<file path="src/rtl/mhpq_pkg.sv">
// Shared types and codes for the min-heap priority queue.
// Used by the top level and by the shared compare unit; depends on nothing.
package mhpq_pkg;

  typedef enum logic [1:0] {
    OP_ADD    = 2'd0,
    OP_POP    = 2'd1,
    OP_CHANGE = 2'd2
  } op_e_t;

  typedef struct packed {
    logic [15:0]        id;
    logic signed [31:0] weight;
  } entry_t;

  typedef struct packed {
    logic w_lt;
    logic ord_lt;
    logic id_eq;
  } cmp_res_t;

  typedef enum logic [3:0] {
    ST_IDLE,
    ST_SRCH,
    ST_POP_RD0,
    ST_POP_RDL,
    ST_POP_LAST,
    ST_CHG_RD,
    ST_CHG_CMP,
    ST_UP_RD,
    ST_UP_CMP,
    ST_DN_L,
    ST_DN_R,
    ST_DN_SEL,
    ST_DN_DEC,
    ST_DONE
  } state_t;

endpackage

</file>
<file path="src/rtl/mhpq_cmp.sv">
// Shared compare unit of the min-heap priority queue.
// Compares two heap entries by weight, by weight then id, and by id; uses mhpq_pkg.
module mhpq_cmp import mhpq_pkg::*; (
  input  entry_t   a,
  input  entry_t   b,
  output cmp_res_t res
);

  logic w_eq;

  assign w_eq       = (a.weight == b.weight);
  assign res.w_lt   = (a.weight < b.weight);
  assign res.ord_lt = (a.weight < b.weight) || (w_eq && (a.id < b.id));
  assign res.id_eq  = (a.id == b.id);

endmodule

</file>
<file path="src/rtl/min_heap_priority_queue.sv">
// Top level of the min-heap priority queue: sequencer, heap memory and registers.
// Depends on mhpq_pkg and on the shared compare unit mhpq_cmp.
//
// A beat is taken when start is high and busy is low; busy then stays high until the
// result has been shown on the out_ ports for exactly one cycle with out_valid high,
// and the receiver cannot hold it off. All work goes through one heap memory with one
// read and one write per cycle. An add or a change first scans the stored ids; an add
// then sifts up, and a change tests its parent, if it has one, before sifting up or down.
// A pop fetches the root and the last entry in ST_POP_RD0, ST_POP_RDL and ST_POP_LAST,
// then sifts the last entry down. The result is then shown in ST_DONE.
module min_heap_priority_queue import mhpq_pkg::*; #(
  parameter int CAPACITY = 64,
  localparam int CNT_W = $clog2(CAPACITY + 1)
) (
  input  logic               clk,
  input  logic               rst_n,
  input  logic               start,
  output logic               busy,
  input  logic [1:0]         in_op,
  input  logic [15:0]        in_item_id,
  input  logic signed [31:0] in_item_weight,
  output logic               out_valid,
  output logic               out_ok,
  output logic [15:0]        out_popped_id,
  output logic signed [31:0] out_popped_weight,
  output logic [CNT_W-1:0]   out_heap_count
);

  localparam int IDX_W = $clog2(CAPACITY);
  localparam int CH_W  = IDX_W + 2;

  state_t             state_r, state_nxt;
  op_e_t              op_r, op_nxt;
  entry_t             cur_r, cur_nxt;
  entry_t             child_r, child_nxt;
  entry_t             pop_r, pop_nxt;
  entry_t             rdata_r;
  logic [IDX_W-1:0]   child_idx_r, child_idx_nxt;
  logic [IDX_W-1:0]   pos_r, pos_nxt;
  logic [CNT_W-1:0]   count_r, count_nxt;
  logic [CNT_W-1:0]   scan_r, scan_nxt;
  logic               cmp_v_r, cmp_v_nxt;
  logic               ok_r, ok_nxt;

  entry_t             mem [CAPACITY];
  logic               mem_we;
  logic [IDX_W-1:0]   waddr, raddr;
  entry_t             wdata;

  entry_t             op_a, op_b;
  cmp_res_t           res;

  logic [IDX_W-1:0]   par_idx;
  logic [CH_W-1:0]    left_w, right_w, cnt_ext;
  logic [CNT_W-1:0]   scan_m1, cnt_m1;
  logic               l_in, r_in, found, scan_end, not_full;

  assign par_idx  = (pos_r - IDX_W'(1)) >> 1;
  assign left_w   = {1'b0, pos_r, 1'b1};
  assign right_w  = left_w + CH_W'(1);
  assign cnt_ext  = CH_W'(count_r);
  assign l_in     = (left_w < cnt_ext);
  assign r_in     = (right_w < cnt_ext);
  assign scan_m1  = scan_r - CNT_W'(1);
  assign cnt_m1   = count_r - CNT_W'(1);
  assign found    = cmp_v_r && res.id_eq;
  assign scan_end = (scan_r == count_r);
  assign not_full = (count_r < CNT_W'(CAPACITY));

  always_comb begin
    op_a = cur_r;
    op_b = rdata_r;
    unique case (state_r)
      ST_SRCH: begin
        op_a = rdata_r;
        op_b = cur_r;
      end
      ST_DN_SEL: begin
        op_a = child_r;
        op_b = rdata_r;
      end
      ST_DN_DEC: begin
        op_a = cur_r;
        op_b = child_r;
      end
      default: begin
        op_a = cur_r;
        op_b = rdata_r;
      end
    endcase
  end

  mhpq_cmp u_cmp (
    .a   (op_a),
    .b   (op_b),
    .res (res)
  );

  always_comb begin
    state_nxt = state_r;
    unique case (state_r)
      ST_IDLE: begin
        if (start) begin
          case (in_op)
            OP_ADD, OP_CHANGE: state_nxt = ST_SRCH;
            OP_POP:            state_nxt = (count_r == '0) ? ST_DONE : ST_POP_RD0;
            default:           state_nxt = ST_DONE;
          endcase
        end
      end
      ST_SRCH: begin
        if (found) begin
          state_nxt = (op_r == OP_CHANGE) ? ST_CHG_RD : ST_DONE;
        end else if (scan_end) begin
          state_nxt = (op_r == OP_ADD && not_full) ? ST_UP_RD : ST_DONE;
        end
      end
      ST_POP_RD0:  state_nxt = ST_POP_RDL;
      ST_POP_RDL:  state_nxt = ST_POP_LAST;
      ST_POP_LAST: state_nxt = ST_DN_L;
      ST_CHG_RD:   state_nxt = (pos_r == '0) ? ST_DN_L : ST_CHG_CMP;
      ST_CHG_CMP:  state_nxt = res.w_lt ? ST_UP_RD : ST_DN_L;
      ST_UP_RD:    state_nxt = (pos_r == '0) ? ST_DONE : ST_UP_CMP;
      ST_UP_CMP:   state_nxt = res.w_lt ? ST_UP_RD : ST_DONE;
      ST_DN_L:     state_nxt = l_in ? ST_DN_R : ST_DONE;
      ST_DN_R:     state_nxt = r_in ? ST_DN_SEL : ST_DN_DEC;
      ST_DN_SEL:   state_nxt = ST_DN_DEC;
      ST_DN_DEC:   state_nxt = res.w_lt ? ST_DONE : ST_DN_L;
      ST_DONE:     state_nxt = ST_IDLE;
      default:     state_nxt = ST_IDLE;
    endcase
  end

  always_comb begin
    raddr  = '0;
    mem_we = 1'b0;
    waddr  = pos_r;
    wdata  = cur_r;
    unique case (state_r)
      ST_SRCH:     raddr = scan_r[IDX_W-1:0];
      ST_POP_RD0:  raddr = '0;
      ST_POP_RDL:  raddr = cnt_m1[IDX_W-1:0];
      ST_CHG_RD:   raddr = par_idx;
      ST_CHG_CMP: begin
        if (res.w_lt) begin
          mem_we = 1'b1;
          wdata  = rdata_r;
        end
      end
      ST_UP_RD: begin
        raddr = par_idx;
        if (pos_r == '0) begin
          mem_we = 1'b1;
        end
      end
      ST_UP_CMP: begin
        mem_we = 1'b1;
        wdata  = res.w_lt ? rdata_r : cur_r;
      end
      ST_DN_L: begin
        raddr = left_w[IDX_W-1:0];
        if (!l_in) begin
          mem_we = 1'b1;
        end
      end
      ST_DN_R:     raddr = right_w[IDX_W-1:0];
      ST_DN_DEC: begin
        mem_we = 1'b1;
        wdata  = res.w_lt ? cur_r : child_r;
      end
      default: begin
        raddr  = '0;
        mem_we = 1'b0;
      end
    endcase
  end

  always_comb begin
    op_nxt        = op_r;
    cur_nxt       = cur_r;
    child_nxt     = child_r;
    child_idx_nxt = child_idx_r;
    pop_nxt       = pop_r;
    pos_nxt       = pos_r;
    count_nxt     = count_r;
    scan_nxt      = scan_r;
    cmp_v_nxt     = cmp_v_r;
    ok_nxt        = ok_r;
    case (state_r)
      ST_IDLE: begin
        if (start) begin
          op_nxt        = op_e_t'(in_op);
          cur_nxt.id     = in_item_id;
          cur_nxt.weight = in_item_weight;
          scan_nxt      = '0;
          cmp_v_nxt     = 1'b0;
          ok_nxt        = 1'b0;
          pop_nxt       = '0;
        end
      end
      ST_SRCH: begin
        if (found) begin
          pos_nxt = scan_m1[IDX_W-1:0];
          ok_nxt  = (op_r == OP_CHANGE);
        end else if (scan_end) begin
          if (op_r == OP_ADD && not_full) begin
            pos_nxt   = count_r[IDX_W-1:0];
            count_nxt = count_r + CNT_W'(1);
            ok_nxt    = 1'b1;
          end
        end else begin
          scan_nxt  = scan_r + CNT_W'(1);
          cmp_v_nxt = 1'b1;
        end
      end
      ST_POP_RDL: begin
        pop_nxt = rdata_r;
        ok_nxt  = 1'b1;
      end
      ST_POP_LAST: begin
        cur_nxt   = rdata_r;
        count_nxt = cnt_m1;
        pos_nxt   = '0;
      end
      ST_CHG_CMP, ST_UP_CMP: begin
        if (res.w_lt) begin
          pos_nxt = par_idx;
        end
      end
      ST_DN_R: begin
        child_nxt     = rdata_r;
        child_idx_nxt = left_w[IDX_W-1:0];
      end
      ST_DN_SEL: begin
        if (!res.ord_lt) begin
          child_nxt     = rdata_r;
          child_idx_nxt = right_w[IDX_W-1:0];
        end
      end
      ST_DN_DEC: begin
        if (!res.w_lt) begin
          pos_nxt = child_idx_r;
        end
      end
      default: begin
        ok_nxt = ok_r;
      end
    endcase
  end

  always_ff @(posedge clk) begin
    if (!rst_n) begin
      state_r <= ST_IDLE;
      count_r <= '0;
      cmp_v_r <= 1'b0;
    end else begin
      state_r <= state_nxt;
      count_r <= count_nxt;
      cmp_v_r <= cmp_v_nxt;
    end
  end

  always_ff @(posedge clk) begin
    op_r        <= op_nxt;
    cur_r       <= cur_nxt;
    child_r     <= child_nxt;
    child_idx_r <= child_idx_nxt;
    pop_r       <= pop_nxt;
    pos_r       <= pos_nxt;
    scan_r      <= scan_nxt;
    ok_r        <= ok_nxt;
  end

  always_ff @(posedge clk) begin
    if (mem_we) begin
      mem[waddr] <= wdata;
    end
    rdata_r <= mem[raddr];
  end

  assign busy              = (state_r != ST_IDLE);
  assign out_valid         = (state_r == ST_DONE);
  assign out_ok            = ok_r;
  assign out_popped_id     = pop_r.id;
  assign out_popped_weight = pop_r.weight;
  assign out_heap_count    = count_r;

endmodule

</file>
<file path="config.mk">
export PLATFORM = sky130hd
export DESIGN_NAME = min_heap_priority_queue
export DESIGN_NICKNAME = d
export VERILOG_FILES = /design/src/rtl/mhpq_pkg.sv /design/src/rtl/mhpq_cmp.sv /design/src/rtl/min_heap_priority_queue.sv
export SDC_FILE = /design/constraint.sdc
export NUM_CORES = 2
export LEC_CHECK = 0
export BUFFER_PORTS_ARGS = -buffer_cell sky130_fd_sc_hd__buf_2
export CAP_MARGIN = 20
export CORE_AREA = 2 2 506 508
export CTS_CLUSTER_SIZE = 30
export DETAILED_ROUTE_END_ITERATION = 8
export DIE_AREA = 0 0 508 510
export PLACE_DENSITY = 0.65
export SYNTH_ARGS = -nofsm -noshare
export SYNTH_HDL_FRONTEND = slang
export SYNTH_HIERARCHICAL = 1
export SYNTH_SLANG_ARGS = --single-unit
</file>
<file path="constraint.sdc">
create_clock -name clk -period 10.4 [get_ports clk]
set_input_delay 2.08 -clock clk [delete_from_list [all_inputs] [get_ports clk]]
set_output_delay 2.08 -clock clk [all_outputs]
set_load 0.02 [all_outputs]
</file>
==> impl_metrics.ini <==
[die]
die_width_um = 508
die_h_um = 510
initial_core_util_pct = 52.7
core_sq_um = 253000
rows = 185
design.portCount = 111
die-area_sq_um = 259000

[routing]
wire_per_inst_um = 29.6
postRouteAntennaNets = 0
vias_per_cell = 6.43
drt_iter0_drc = 12700
wirelength_mm = 390
drc = 0
drtPass1Iterations = 8
num_vias = 84700

[sta]
worst_slack_ns = 2.23
tightest_slew_ns = 1.33
fmax_ghz = 0.122
setup-violations-final = 0
slew_headroom_pct = 10.6
finalSetupTns_ns = 0
rsz0062_at_grt = false
slew_violations = 0
hold_viol_final = 0
period_needed_ns = 8.17
finClkSkew_ns = 0.0519
post-route-period-util_pct = 78.6
holdWs_ns = 0.542

[global_routing]
grt_max_degree = 159
gr-usage-met3_pct = 6.25
track_usage_pct = 29.6
met2_usage_pct = 45.8
grt_pass1_vias = 80000
antenna_found_initial = 24
grtUsageMet1_pct = 43.4
grt_pass1_wl_mm = 565
overflow = 0
grt-busiest-layer = met2

[setup_path]
cp_max_fo = 51
r2r_end = mem[48][38]
crit_type = reg2reg
path_buf_inv = 5
worst_r2r_startpoint = state_r[3]
cp_top_family = buffers and inverters
required_ns = 11.02
cp_cell_sequence = nand2_1 > nor3b_2 > buf_4 > nor2_4 > buf_4 > nand2_1 > nand2_1 > ha_1 > nand4_1 > nor4_1 > o21ai_0 > a31oi_1 > nor2_1 > xnor2_1 > inv_1 > o22ai_1 > nand2b_2 > a222oi_1 > clkinv_1 > buf_4
critPathArrivalTime_ns = 8.80
crit_cells = 20
setup.worst_path.start_class = flop
slowest_delay_ns = 0.88
cp-end-kind = flop
r2r_slack_ns = 2.23
reg2reg_depth = 20
crit_slowest_cell = dfxtp_1

[logic_synthesis]
synth-seq-area-share_pct = 73.6
synthArstFlopShare_pct = 0
synthXorXnorAreaFrac_pct = 0.236
synth_edf_count = 3238
synth_top_family_by_area = simple AND/OR/NAND/NOR gates
yosys.area.top_type_share_pct = 72.7
synthTopCellsByArea = edfxtp_1 (73%), nand2_1 (5.1%), a211oi_1 (4.6%)
synthAdderAreaFrac_pct = 0.627
synthMuxAreaShare_pct = 2.97
synth_compound_area_share_pct = 8.48
synth_top_flop_cell = edfxtp_1
synth_simple_gate_area_share_pct = 11.5
syn_nets = 9615
yosysUniqueCellTypes = 81
synth_seq_cells = 3298
netlist_area_sq_um = 134000
ys_warn_count = 6
synth_area_leader_cell = edfxtp_1
avgSynthCellArea_sq_um = 14.1
synthCells = 9495

[clocking]
cts_made_buffers = 346
cts_tree = done
root_buffer = clkbuf_16
h-tree-depth = 5
clkSinkCount = 3298
cts_resized = 0
clk_pin_slew_worst_paths_ns = 0.07
clk_path_buf_depth = 4
insertion_delay_ns = 0.97
cts_setup_buffers = 0
hold_buffers = 0

[place]
dp_slack_ns = 2.29
port_buffers = 110
placed_area_sq_um = 139000
hpwlAfterDp_mm = 220
gp_congestion = 0.881

[finish]
syn2layout_area_growth_pct = 12.1
n_fill_cell = 19200
nets = 9666
drive_gt1_share_pct = 10.4
stdcell_area_sq_um = 150000

[worst_hold_path]
hp-class = reg2reg
whs_path_depth = 0
hold_end = child_r[26]
hold_start = rdata_r[26]

[run_status]
outcome = finished, final reports clean

[flow_run]
maxCapViolCount = 0

[power_and_ir_drop]
powerDensity_nw_per_um2 = 326
p_leak_nw = 50.4
vdd_drop_max_uv = 300
how the worst max path moves through the flow:
| stage | start | endpoint | slack, ns |
|---|---|---|---|
| 6_report | state_r[3] | mem[48][38] | 2.23 |
| 5_1_grt | state_r[3] | mem[27][35] | 1.78 |
| 4_1_cts | state_r[3] | mem[48][38] | 2.24 |
| 3_5_place_dp | state_r[3] | mem[27][5] | 2.29 |
| 3_3_place_gp | state_r[1] | mem[27][39] | 2.40 |
| 2_1_floorplan | state_r[0] | mem[1][0] | 1.97 |
logic make-up (layout without fill, tap and decap cells):
kind of cell    count (synthesis)  count (layout)
buf+inv                       821            1132
fa+ha+maj                      67              67
mux                           396             396
flops                        3298            3298
compound gates               1545            1545
xor+xnor                       36              36
other cells                     0               8
simple gates                 3332            3332
metrics by stage:
step,util [%],instances,power (mW)
final,59.1,13200,48.8
after global routing,59.1,13200,50.6
after CTS,59.1,13200,48.5
after detailed placement,54.7,12600,36.5
after global placement,54.7,12500,36.2
after floorplan,-,9495,29.0
cell usage after synthesis (12+ instances only):
cell / number
nor4_1: 48
a22oi_1: 98
nor3_1: 53
nand3_1: 609
xnor2_1: 24
and2_1: 56
or2_1: 45
nand4_1: 34
nor2_1: 73
buf_2: 122
edfxtp_1: 3238
a222oi_1: 48
clkbuf_1: 509
xor2_1: 12
a311oi_1: 40
inv_1: 112
a2111oi_0: 26
o2111ai_1: 37
a211oi_1: 826
buf_6: 14
and3_1: 526
mux2i_1: 394
nand2_1: 1818
a21oi_1: 124
dfxtp_1: 60
a2111oi_2: 20
a31oi_1: 208
ha_1: 67
buf_1: 55
o21ai_0: 62
state kept, by name, indices dropped and copies added (netlist names), 4 cells and up:
name / count
child_idx_r: 6
child_r: 48
cur_r: 48
mem: 3072
out_heap_count: 7
out_popped_id: 16
out_popped_weight: 32
pos_r: 6
rdata_r: 48
scan_r: 7
state_r: 4
cells in the final DEF (no fill, tap or decap), drive strengths merged, types with 8 or more instances in the layout:
| cell | n |
|---|---|
| a21oi | 125 |
| diode | 8 |
| inv | 91 |
| clkinv | 155 |
| nor3 | 55 |
| xnor2 | 24 |
| and2 | 58 |
| nand4 | 37 |
| o2111ai | 37 |
| and3 | 526 |
| nor2 | 73 |
| clkbuf | 434 |
| nor4 | 51 |
| nand3 | 609 |
| a311oi | 41 |
| dfxtp | 60 |
| a22oi | 98 |
| buf | 408 |
| a222oi | 48 |
| xor2 | 12 |
| mux2i | 394 |
| ha | 67 |
| a31oi | 208 |
| o21ai | 64 |
| nor2b | 11 |
| bufinv | 34 |
| a2111oi | 46 |
| a21o | 11 |
| edfxtp | 3238 |
| a211oi | 826 |
| or2 | 50 |
| clkinvlp | 9 |
| nand2 | 1819 |
| or3 | 10 |
where the power goes:
group / leakage [nW] / internal, mW / switching (mW)
combinational: 15.3 / 4.29 / 13.5
clock: 5.38 / 7.13 / 5.01
sequential: 29.7 / 18.3 / 0.541
metal layers:
metal,wire length [um],vias up
li1,-,36500
met1,159000,42800
met2,180000,4797
met3,42700,565
met4,8750,2
met5,20,-
layout make-up:
| cell class | instances | area, sq um | share of cell area (%) |
|---|---|---|---|
| Clock buffer | 432 | 9270 | 6.19 |
| Tap cell | 3366 | 4210 | 2.81 |
| Multi-Input combinational cell | 5376 | 32500 | 21.7 |
| Clock inverter | 176 | 1710 | 1.14 |
| Antenna cell | 8 | 20.0 | 0.0134 |
| Timing Repair Buffer | 411 | 3270 | 2.18 |
| Inverter | 113 | 424 | 0.283 |
| Sequential cell | 3298 | 98400 | 65.7 |
(Power assumes the default switching activity.)
